### config.mk
export PLATFORM = sky130hd
export DESIGN_NAME = cabn_ctrl
export DESIGN_NICKNAME = d
export VERILOG_FILES = /design/src/rtl/cabn_pkg.sv /design/src/rtl/cabn_ctrl.sv
export SDC_FILE = /design/constraint.sdc
export NUM_CORES = 1
export LEC_CHECK = 0
export BUFFER_PORTS_ARGS = -buffer_cell sky130_fd_sc_hd__buf_4
export CAP_MARGIN = 40
export CORE_AREA = 3 3 40 42
export DETAILED_ROUTE_END_ITERATION = 10
export DIE_AREA = 0 0 43 45
export SYNTH_ARGS = -nofsm -noshare
export SYNTH_HDL_FRONTEND = slang
export SYNTH_SLANG_ARGS = --single-unit
export TNS_END_PERCENT = 100
### constraint.sdc
create_clock -name clock -period 1.88 [get_ports clock]
set_input_delay 0.188 -clock clock [delete_from_list [all_inputs] [get_ports clock]]
set_output_delay 0.188 -clock clock [all_outputs]
set_load 0.03 [all_outputs]
### src/rtl/cabn_pkg.sv
// shared types and constants for the class-aware box suppression block
`timescale 1ns / 1ps

package cabn_pkg;

   // fixed field widths
   localparam int COORD_BITS   = 16;
   localparam int LABEL_BITS   = 8;
   localparam int DIFF_BITS    = COORD_BITS + 1;
   localparam int AREA_BITS    = 2 * DIFF_BITS;
   localparam int SIDE_BITS    = COORD_BITS;
   localparam int INTER_BITS   = 2 * SIDE_BITS;
   localparam int UNION_BITS   = INTER_BITS + 1;
   localparam int THRESH_BITS  = 16;
   localparam int PROD_BITS    = THRESH_BITS + UNION_BITS;
   localparam int POS_OUT_BITS = 12;
   localparam int BOX_BITS     = 4 * COORD_BITS;
   localparam int ENTRY_BITS   = LABEL_BITS + BOX_BITS + AREA_BITS;

   // threshold after reset, about 0.45 in Q0.16
   localparam logic [THRESH_BITS-1:0] THRESH_RESET = 16'd29491;

   // commands from the controller to the datapath
   typedef struct packed {
      logic load;        // capture the accepted word
      logic prep;        // compute own area, rewind the scan
      logic issue;       // read the next kept entry into the pipeline
      logic commit;      // hand the result over, store the box if kept and the list has room
   } cabn_cmd_type;

   // status from the datapath to the controller
   typedef struct packed {
      logic scan_end;    // every kept entry has been issued
      logic pipe_busy;   // compare pipeline still holds entries
      logic out_free;    // output register can take a word
   } cabn_status_type;

endpackage

### src/rtl/cabn_ctrl.sv
// controller state machine sequencing load, scan, drain and commit
`timescale 1ns / 1ps

module cabn_ctrl (
   input  logic                      clock,
   input  logic                      reset,
   input  logic                      req_tvalid,
   output logic                      req_tready,
   input  cabn_pkg::cabn_status_type status,
   output cabn_pkg::cabn_cmd_type    cmd
);

   typedef enum logic [4:0] {
      ST_IDLE  = 5'b00001,
      ST_PREP  = 5'b00010,
      ST_SCAN  = 5'b00100,
      ST_DRAIN = 5'b01000,
      ST_DONE  = 5'b10000
   } state_type;

   state_type state_ff;
   state_type state_in;

   // next state and commands
   always_comb begin
      state_in   = state_ff;
      cmd        = '0;
      req_tready = 1'b0;
      case (state_ff)
         ST_IDLE: begin
            req_tready = 1'b1;
            if (req_tvalid) begin
               cmd.load = 1'b1;
               state_in = ST_PREP;
            end
         end
         ST_PREP: begin
            cmd.prep = 1'b1;
            state_in = ST_SCAN;
         end
         ST_SCAN: begin
            if (status.scan_end) begin
               state_in = ST_DRAIN;
            end else begin
               cmd.issue = 1'b1;
            end
         end
         ST_DRAIN: begin
            if (!status.pipe_busy) begin
               state_in = ST_DONE;
            end
         end
         ST_DONE: begin
            if (status.out_free) begin
               cmd.commit = 1'b1;
               state_in   = ST_IDLE;
            end
         end
         default: begin
            state_in = ST_IDLE;
         end
      endcase
   end

   // state register
   always_ff @(posedge clock) begin
      if (reset) begin
         state_ff <= ST_IDLE;
      end else begin
         state_ff <= state_in;
      end
   end

endmodule

==> summary by stage, run 1 <==
Global routing
The via count of the first global-routing pass is 264. The global route total overflow is 0. The global router's overall resource usage is 0.0784. The number of antenna violations at the first check in global routing came to 0. Entering global routing, the biggest net connects 10 pins.

The first-pass GRT wire length is 1090 um.

Drt
The final wirelength is 764 um. The number of nets still failing antenna checks after routing is 0. In the routed design, unresolved DRC markers number 0.

Using the TritonRoute via totals, the vias-per-cell ratio works out to 4.94. The detailed router finished its first iteration with 5 violations. The average wire length per cell after detail routing is 11.6 um. The final route contains 326 vias. The first TritonRoute pass finished after 2 iterations.

Logic synthesis
The synthesis warning total is 0. The dominant cell type by area after synthesis is dfxtp_1. The flip-flop cell with the highest count after synthesis is dfxtp_1. The total nets after synthesis is 45.

By area the synthesized netlist is led by dfxtp_1 28%, nor3b_1 6.2%, mux2i_1 5.5%. The area share of the leading cell type in the synthesized netlist is 0.276. The fraction of registers with async set or reset after synthesis is 0. After technology mapping, the gate count stands at 39.

Yosys mapped the design onto 27 distinct sky130hd cell types. The combined area of all synthesized cells is 363 um^2. Of the synthesized area, sequential elements account for 0.276. Counting instances in the post-synthesis netlist gives the leading cell types as 5 x dfxtp_1, 3 x inv_1, 3 x nor3b_1. The count of state elements after synthesis is 5.

The number of enable flip-flop cells after synthesis is 0. The most frequent cell after synthesis is dfxtp_1. In this run the mean area of a mapped cell was 9.30 um^2.

CTS
Clock-pin slew was measured on the worst setup and hold paths at 0.05 ns. The CTS tree is done. The total number of H-tree levels is 1. The clock latency on the worst-skew pair is 0.24 ns. TritonCTS created 3 clock buffers.

The tree is rooted in a clkbuf_4. The number of hold buffers added after CTS is 0. The maximum buffer depth of the clock tree is 2. The CTS sink count is 5.

Timing
Setup violations remaining at the end of the flow were counted as 0. At the pin with the least slew margin, the transition time is 0.412 ns. Timing would allow up to 557 MHz. The max-slew violation count is 0.

The sum of negative setup slack is 0 ns. The count of endpoints failing hold in the final timing report is 0. In the finished design, the share of the clock period the worst path needs comes to 0.955. Setup repair after global routing left no endpoint under its margin. After layout, the minimum clock period comes to 1.80 ns.

Measured against its own limit, the worst slew margin works out to 0.723. Clock skew on the completed layout was measured at 0.00509 ns.

Critical path
The worst register-to-register path begins at state_ff[3]. The endpoint identified for the worst register-to-register timing path is state_ff[3]. The critical path is of the reg2out type. The kind of start point of the critical path is a register.

The endpoint kind of the worst setup timing path is a primary output. The signal arrival time at the worst endpoint is 1.61 ns. Of all nets on the critical path, the largest fanout is 9.

For the worst setup path, the data required time is 1.69 ns. The setup check on the worst reg-to-reg path leaves a slack of 0.31 ns. The worst reg2reg path depth is 5.

Final layout
The layout has 133 filler cells. The number of nets in the final layout is 58. Ranked by flip-flop count, first place goes to state_ff. In the final layout, the registers with the most flip-flops are state_ff: 5 flops. Compared with the post-synthesis result, the final layout area differs by 30.3%. Of the cells placed in the final design, the portion with a size suffix greater than 1 is 0.431. The number of antenna diodes in the final layout is 0. The register with the most flip-flops in the layout has 5 of them.

The number of standard cells in the final layout excluding fillers is 66.

Die
Measured along the x axis, the die boundary spans 43 um. The floorplan has 13 rows. The area of the core is 1280 um^2. In this run the count of I/O pins placed on the die edge is 11.

The die outline area is 1940 um^2. The effective utilization at floorplan is 0.282. The floorplan step set the die height to 45 um.

Min path
The number of cells on the worst hold path is 2. The min-delay analysis places its worst path in the category in2reg. The destination of the worst hold path is state_ff[2]. The startpoint of the lowest-slack hold path is reset.

Power and ir drop
The areal power density over the cells is 720 nW/um^2. The leakage power is 0.192 nW. The maximum vdd ir drop is 0.201 mV.

Job
Max-cap violations in this run came to 0.

Place
The number of instances in the placed design is 61. The post-detailed-placement half-perimeter wirelength is 574 um. The weighted congestion at the end of routability-driven global placement is 0.712. Port buffering added 10 buffers.

Run status
The run finished with clean final reports.
[per-layer routing]
| layer | GRT usage | wire [um] | share of wire |
|---|---|---|---|
| met1 | 0.104 | 353 | 0.46 |
| met2 | 0.0988 | 358 | 0.47 |
| met3 | 0.0239 | 44 | 0.058 |
| met4 | 0.0723 | 8 | 0.010 |
| met5 | 0 | 0 | 0 |
[area by class of cell]
cell class	count	area, um^2	area share
Tap cell	15	18.8	0.0397
Inverter	3	11.3	0.0238
Clock buffer	4	26.3	0.0556
Multi-Input combinational cell	28	233	0.492
Timing Repair Buffer	11	82.6	0.175
Sequential cell	5	101	0.214
[timing repair]
action | in CTS | in global routing
setup endpoints to repair | 0 | 1
gates resized for setup | 0 | 1
buffers inserted | 0 | 1
[critical path, stage by stage (launching register included)]
cell     delay (ns)
dfxtp_2        0.36
or3_4          0.41
nor3b_4        0.25
and2_1         0.18
buf_4          0.16
[layout by cell type, fill, tap and decap left out, types with 2 or more instances in the layout]
master / count
clkbuf_4: 3
nor3b_1: 3
dfxtp_1: 4
buf_4: 11
mux2i_1: 2
nand2b_1: 2
inv_1: 3
nor2_1: 2
[report_power, final]
| group | internal, mW | switching, mW | leakage, nW | total [mW] |
|---|---|---|---|---|
| clock network | 0.0804 | 0.0462 | 0.0150 | 0.127 |
| logic | 0.0476 | 0.0406 | 0.136 | 0.0882 |
| registers | 0.112 | 0.0136 | 0.0413 | 0.126 |
| total | 0.240 | 0.100 | 0.192 | 0.340 |
[cell families (layout without fill, tap and decap cells)]
kind of cell / after synthesis / after routing / share of synthesized area
AO/OA/AOI/OAI: 7 / 7 / 0.159
XOR/XNOR: 1 / 1 / 0.0241
buffers and inverters: 6 / 18 / 0.0828
flip-flops: 5 / 5 / 0.276
multiplexers: 3 / 3 / 0.0862
AND/OR/NAND/NOR: 17 / 17 / 0.372
[worst max-delay path by stage]
| stage | startpoint | to |
|---|---|---|
| after floorplan | state_ff[3] | state_ff[3] |
| after global placement | state_ff[3] | cmd[3] |
| after detailed placement | state_ff[3] | cmd[3] |
| after CTS | state_ff[3] | cmd[3] |
| after global routing | state_ff[3] | cmd[3] |
| final | state_ff[3] | cmd[3] |
[through the flow]
stage | utilization | hold slack (ns) | cell area, um^2 | setup WS (ns) | power [mW]
2_1_floorplan | - | 0.264 | 363 | 0.0497 | 0.183
3_3_place_gp | 0.341 | 0.407 | 438 | 0.360 | 0.210
3_5_place_dp | 0.341 | 0.407 | 438 | 0.312 | 0.210
4_1_cts | 0.361 | 0.141 | 464 | 0.0464 | 0.339
5_1_grt | 0.368 | 0.150 | 473 | 0.00388 | 0.358
6_report | 0.368 | 0.151 | 473 | 0.0844 | 0.340
(Power assumes the default switching activity.)
==> run 2, diff against run 1 <==
- CELL_PAD_IN_SITES_DETAIL_PLACEMENT: default -> 1
- CELL_PAD_IN_SITES_GLOBAL_PLACEMENT: default -> 2
- CORE_AREA: 3 3 40 42 -> default
- CORE_MARGIN: default -> 3
- CORE_UTILIZATION: default -> 27
- DIE_AREA: 0 0 43 45 -> default
- PLACE_DENSITY: default -> 0.75
==> run 2 against run 1 <==
Net effect:
- sequential share of layout area down 0.28 points
- count of clock-buffer cells in the layout unchanged
- wire length up 27%
- clock power up 5%
- power up 3.9%
- sequential power about the same
- first-iteration DRC count up 20%
- critical path depth unchanged
- non-clock buffer count up 1
- worst hold slack worse by 0.00054 ns
- largest power group unchanged
==> summary by stage, run 2 (synthesized netlist as in run 1, its figures left out) <==
Critical path
The critical path is of the reg2out type. STA puts the critical path data required time at 1.69 ns. The peak per-stage delay on the critical path is 0.41 ns.

The minimum setup slack among reg-to-reg paths is 0.31 ns. The endpoint kind of the worst setup timing path is a primary output. The sum of buffers and inverters on the critical path is 1.

The critical path's slowest cell is or3_4. Among cell families on the critical path, the largest total delay comes from simple AND/OR/NAND/NOR gates. STA puts the critical path data arrival time at 1.58 ns. The critical path goes through or3_4 -> nor3b_4 -> and2_1 -> buf_4. The kind of start point of the critical path is a register.

The highest fanout seen on the critical path is 9.

CTS
The number of buffers inserted during clock tree synthesis is 3. The CTS clock-pin slew for the worst setup and hold paths is 0.05 ns. The number of hold buffers added after CTS was 0. CTS built an H-tree with a depth of 1.

The CTS tree is done. The CTS root buffer is clkbuf_4. The clock drives 5 sinks. The maximum buffer depth of the clock tree is 2. The clock reaches the later pin of the worst-skew pair after 0.25 ns.

Timing
Based on the critical path, the design can be clocked at up to 566 MHz. The setup violation total in the final timing report is 0. The sum of negative setup slack is 0 ns. The smallest clock period supported by the final layout is computed as 1.77 ns. At the pin with the least slew margin, the transition time is 0.414 ns. The count of endpoints failing hold in the final timing report is 0. The max-slew violation count came to 0. Clock skew on the completed layout was measured at 0.00146 ns. In the finished design, the share of the clock period the worst path needs comes to 0.940. Headroom to the max-slew limit came out at 0.722.

Setup repair after global routing left no endpoint under its margin.

Final layout
Ranked by flip-flop count, first place goes to state_ff. The count of fill cells added during filler insertion is 140. After routing the design area is 479 um^2. In the final layout, the registers with the most flip-flops are state_ff: 5 flops.

In the final design database the tool counted 59 nets. The fraction of layout instances using a drive strength above 1 is 0.442. The area growth from synthesis to layout is 32.1%. The top cell types in the final layout, fill and taps aside, are 12 x buf_4, 4 x dfxtp_1, 3 x nor3b_1, 3 x inv_1, 3 x clkbuf_4.

The number of flip-flops in the largest register is 5. For this run, the share of the core covered by cells in the final layout is 0.404. The number of antenna diodes is 0. The library cell used most frequently in the layout, excluding fill and tap cells, is buf_4.

Min path
In this run the worst hold path is classified as in2reg.

Die
The area of the core is 1190 um^2. After floorplanning, the core was divided into 12 placement rows. The die outline area is 1820 um^2. The initial utilization of the core area, before any placement, comes to 0.306. The die height is 42.7 um. The die is 42.7 um wide. 11 I/O pins were placed.

Drt
Using the TritonRoute via totals, the vias-per-cell ratio works out to 5.27. The average wire length per cell after detail routing is 14.7 um. The final wirelength is 969 um.

The remaining design rule violation count is 0. The vias after detailed routing is 348. The first-pass detailed-route iteration total is 4.

In this run the remaining antenna-violating nets after routing total 0. After the first detailed-routing iteration, the DRC count stood at 6.

Global routing
The via count of the first global-routing pass is 356. The maximum number of pins on one net before global-route repair is 10. The global router's overall resource usage is 0.124. The number of antenna violations at the first check in global routing is 0. The first global-routing pass estimated 1650 um of wire. The global route total overflow is 0.

Place
The weighted congestion at the end of routability-driven global placement is 0.846. The number of port buffers is 10. The total cell area at the placement stage is 437 um^2.

The post-detailed-placement half-perimeter wirelength is 775 um.

Power and ir drop
The leakage power is 0.197 nW. Power comes to 0.354 mW. Across the VDD grid, the largest voltage drop is 0.227 mV. Power spread over the standard cell area amounts to 738 nW/um^2.

Job
Across the run, the number of max-cap violations was 0.

Run status
The flow ran to the end, and the final reports show no timing, DRC or antenna violations.
-- run 2: cell types whose count changed in the layout (fill, tap and decap cells not counted) --
cell | before | now
buf_4 | 11 | 12
-- run 2: path summary, 6_finish.rpt --
path	from	endpoint	cells after the start
setup reg to reg	state_ff[3]	state_ff[3]	5
hold reg to reg	state_ff[3]	state_ff[3]	2
setup / recovery	state_ff[3]	cmd[3]	4
hold / removal	reset	state_ff[2]	2
-- run 2: final cells by class --
class,instances,area [um^2],area share
Sequential cell,5,101,0.211
Tap cell,14,17.5,0.0366
Multi-Input combinational cell,28,233,0.486
Clock buffer,4,26.3,0.0548
Timing Repair Buffer,12,90.1,0.188
Inverter,3,11.3,0.0235
-- run 2: metal layers --
metal	part of all wire	GRT usage
met3	0.039	0.0297
met2	0.51	0.204
met4	0.018	0.0932
met1	0.43	0.135
met5	0	0
-- run 2: timing repair --
item / 4_1_cts / 5_1_grt
gates resized for setup: 0 / 1
setup buffers: 0 / 2
endpoints found under the setup margin: 0 / 1
-- run 2: where the power goes --
part | switching [mW] | internal (mW)
Clock | 0.0520 | 0.0808
Combinational | 0.0436 | 0.0526
Sequential | 0.0129 | 0.112
Total | 0.108 | 0.245
-- run 2: stage by stage --
step / setup slack (ns) / instances / hold WS (ns)
floorplan: 0.0497 / 39 / 0.264
global placement: 0.362 / 60 / 0.405
detailed placement: 0.294 / 60 / 0.410
CTS: 0.0264 / 64 / 0.144
global route: 0.0296 / 66 / 0.158
finish: 0.112 / 66 / 0.151
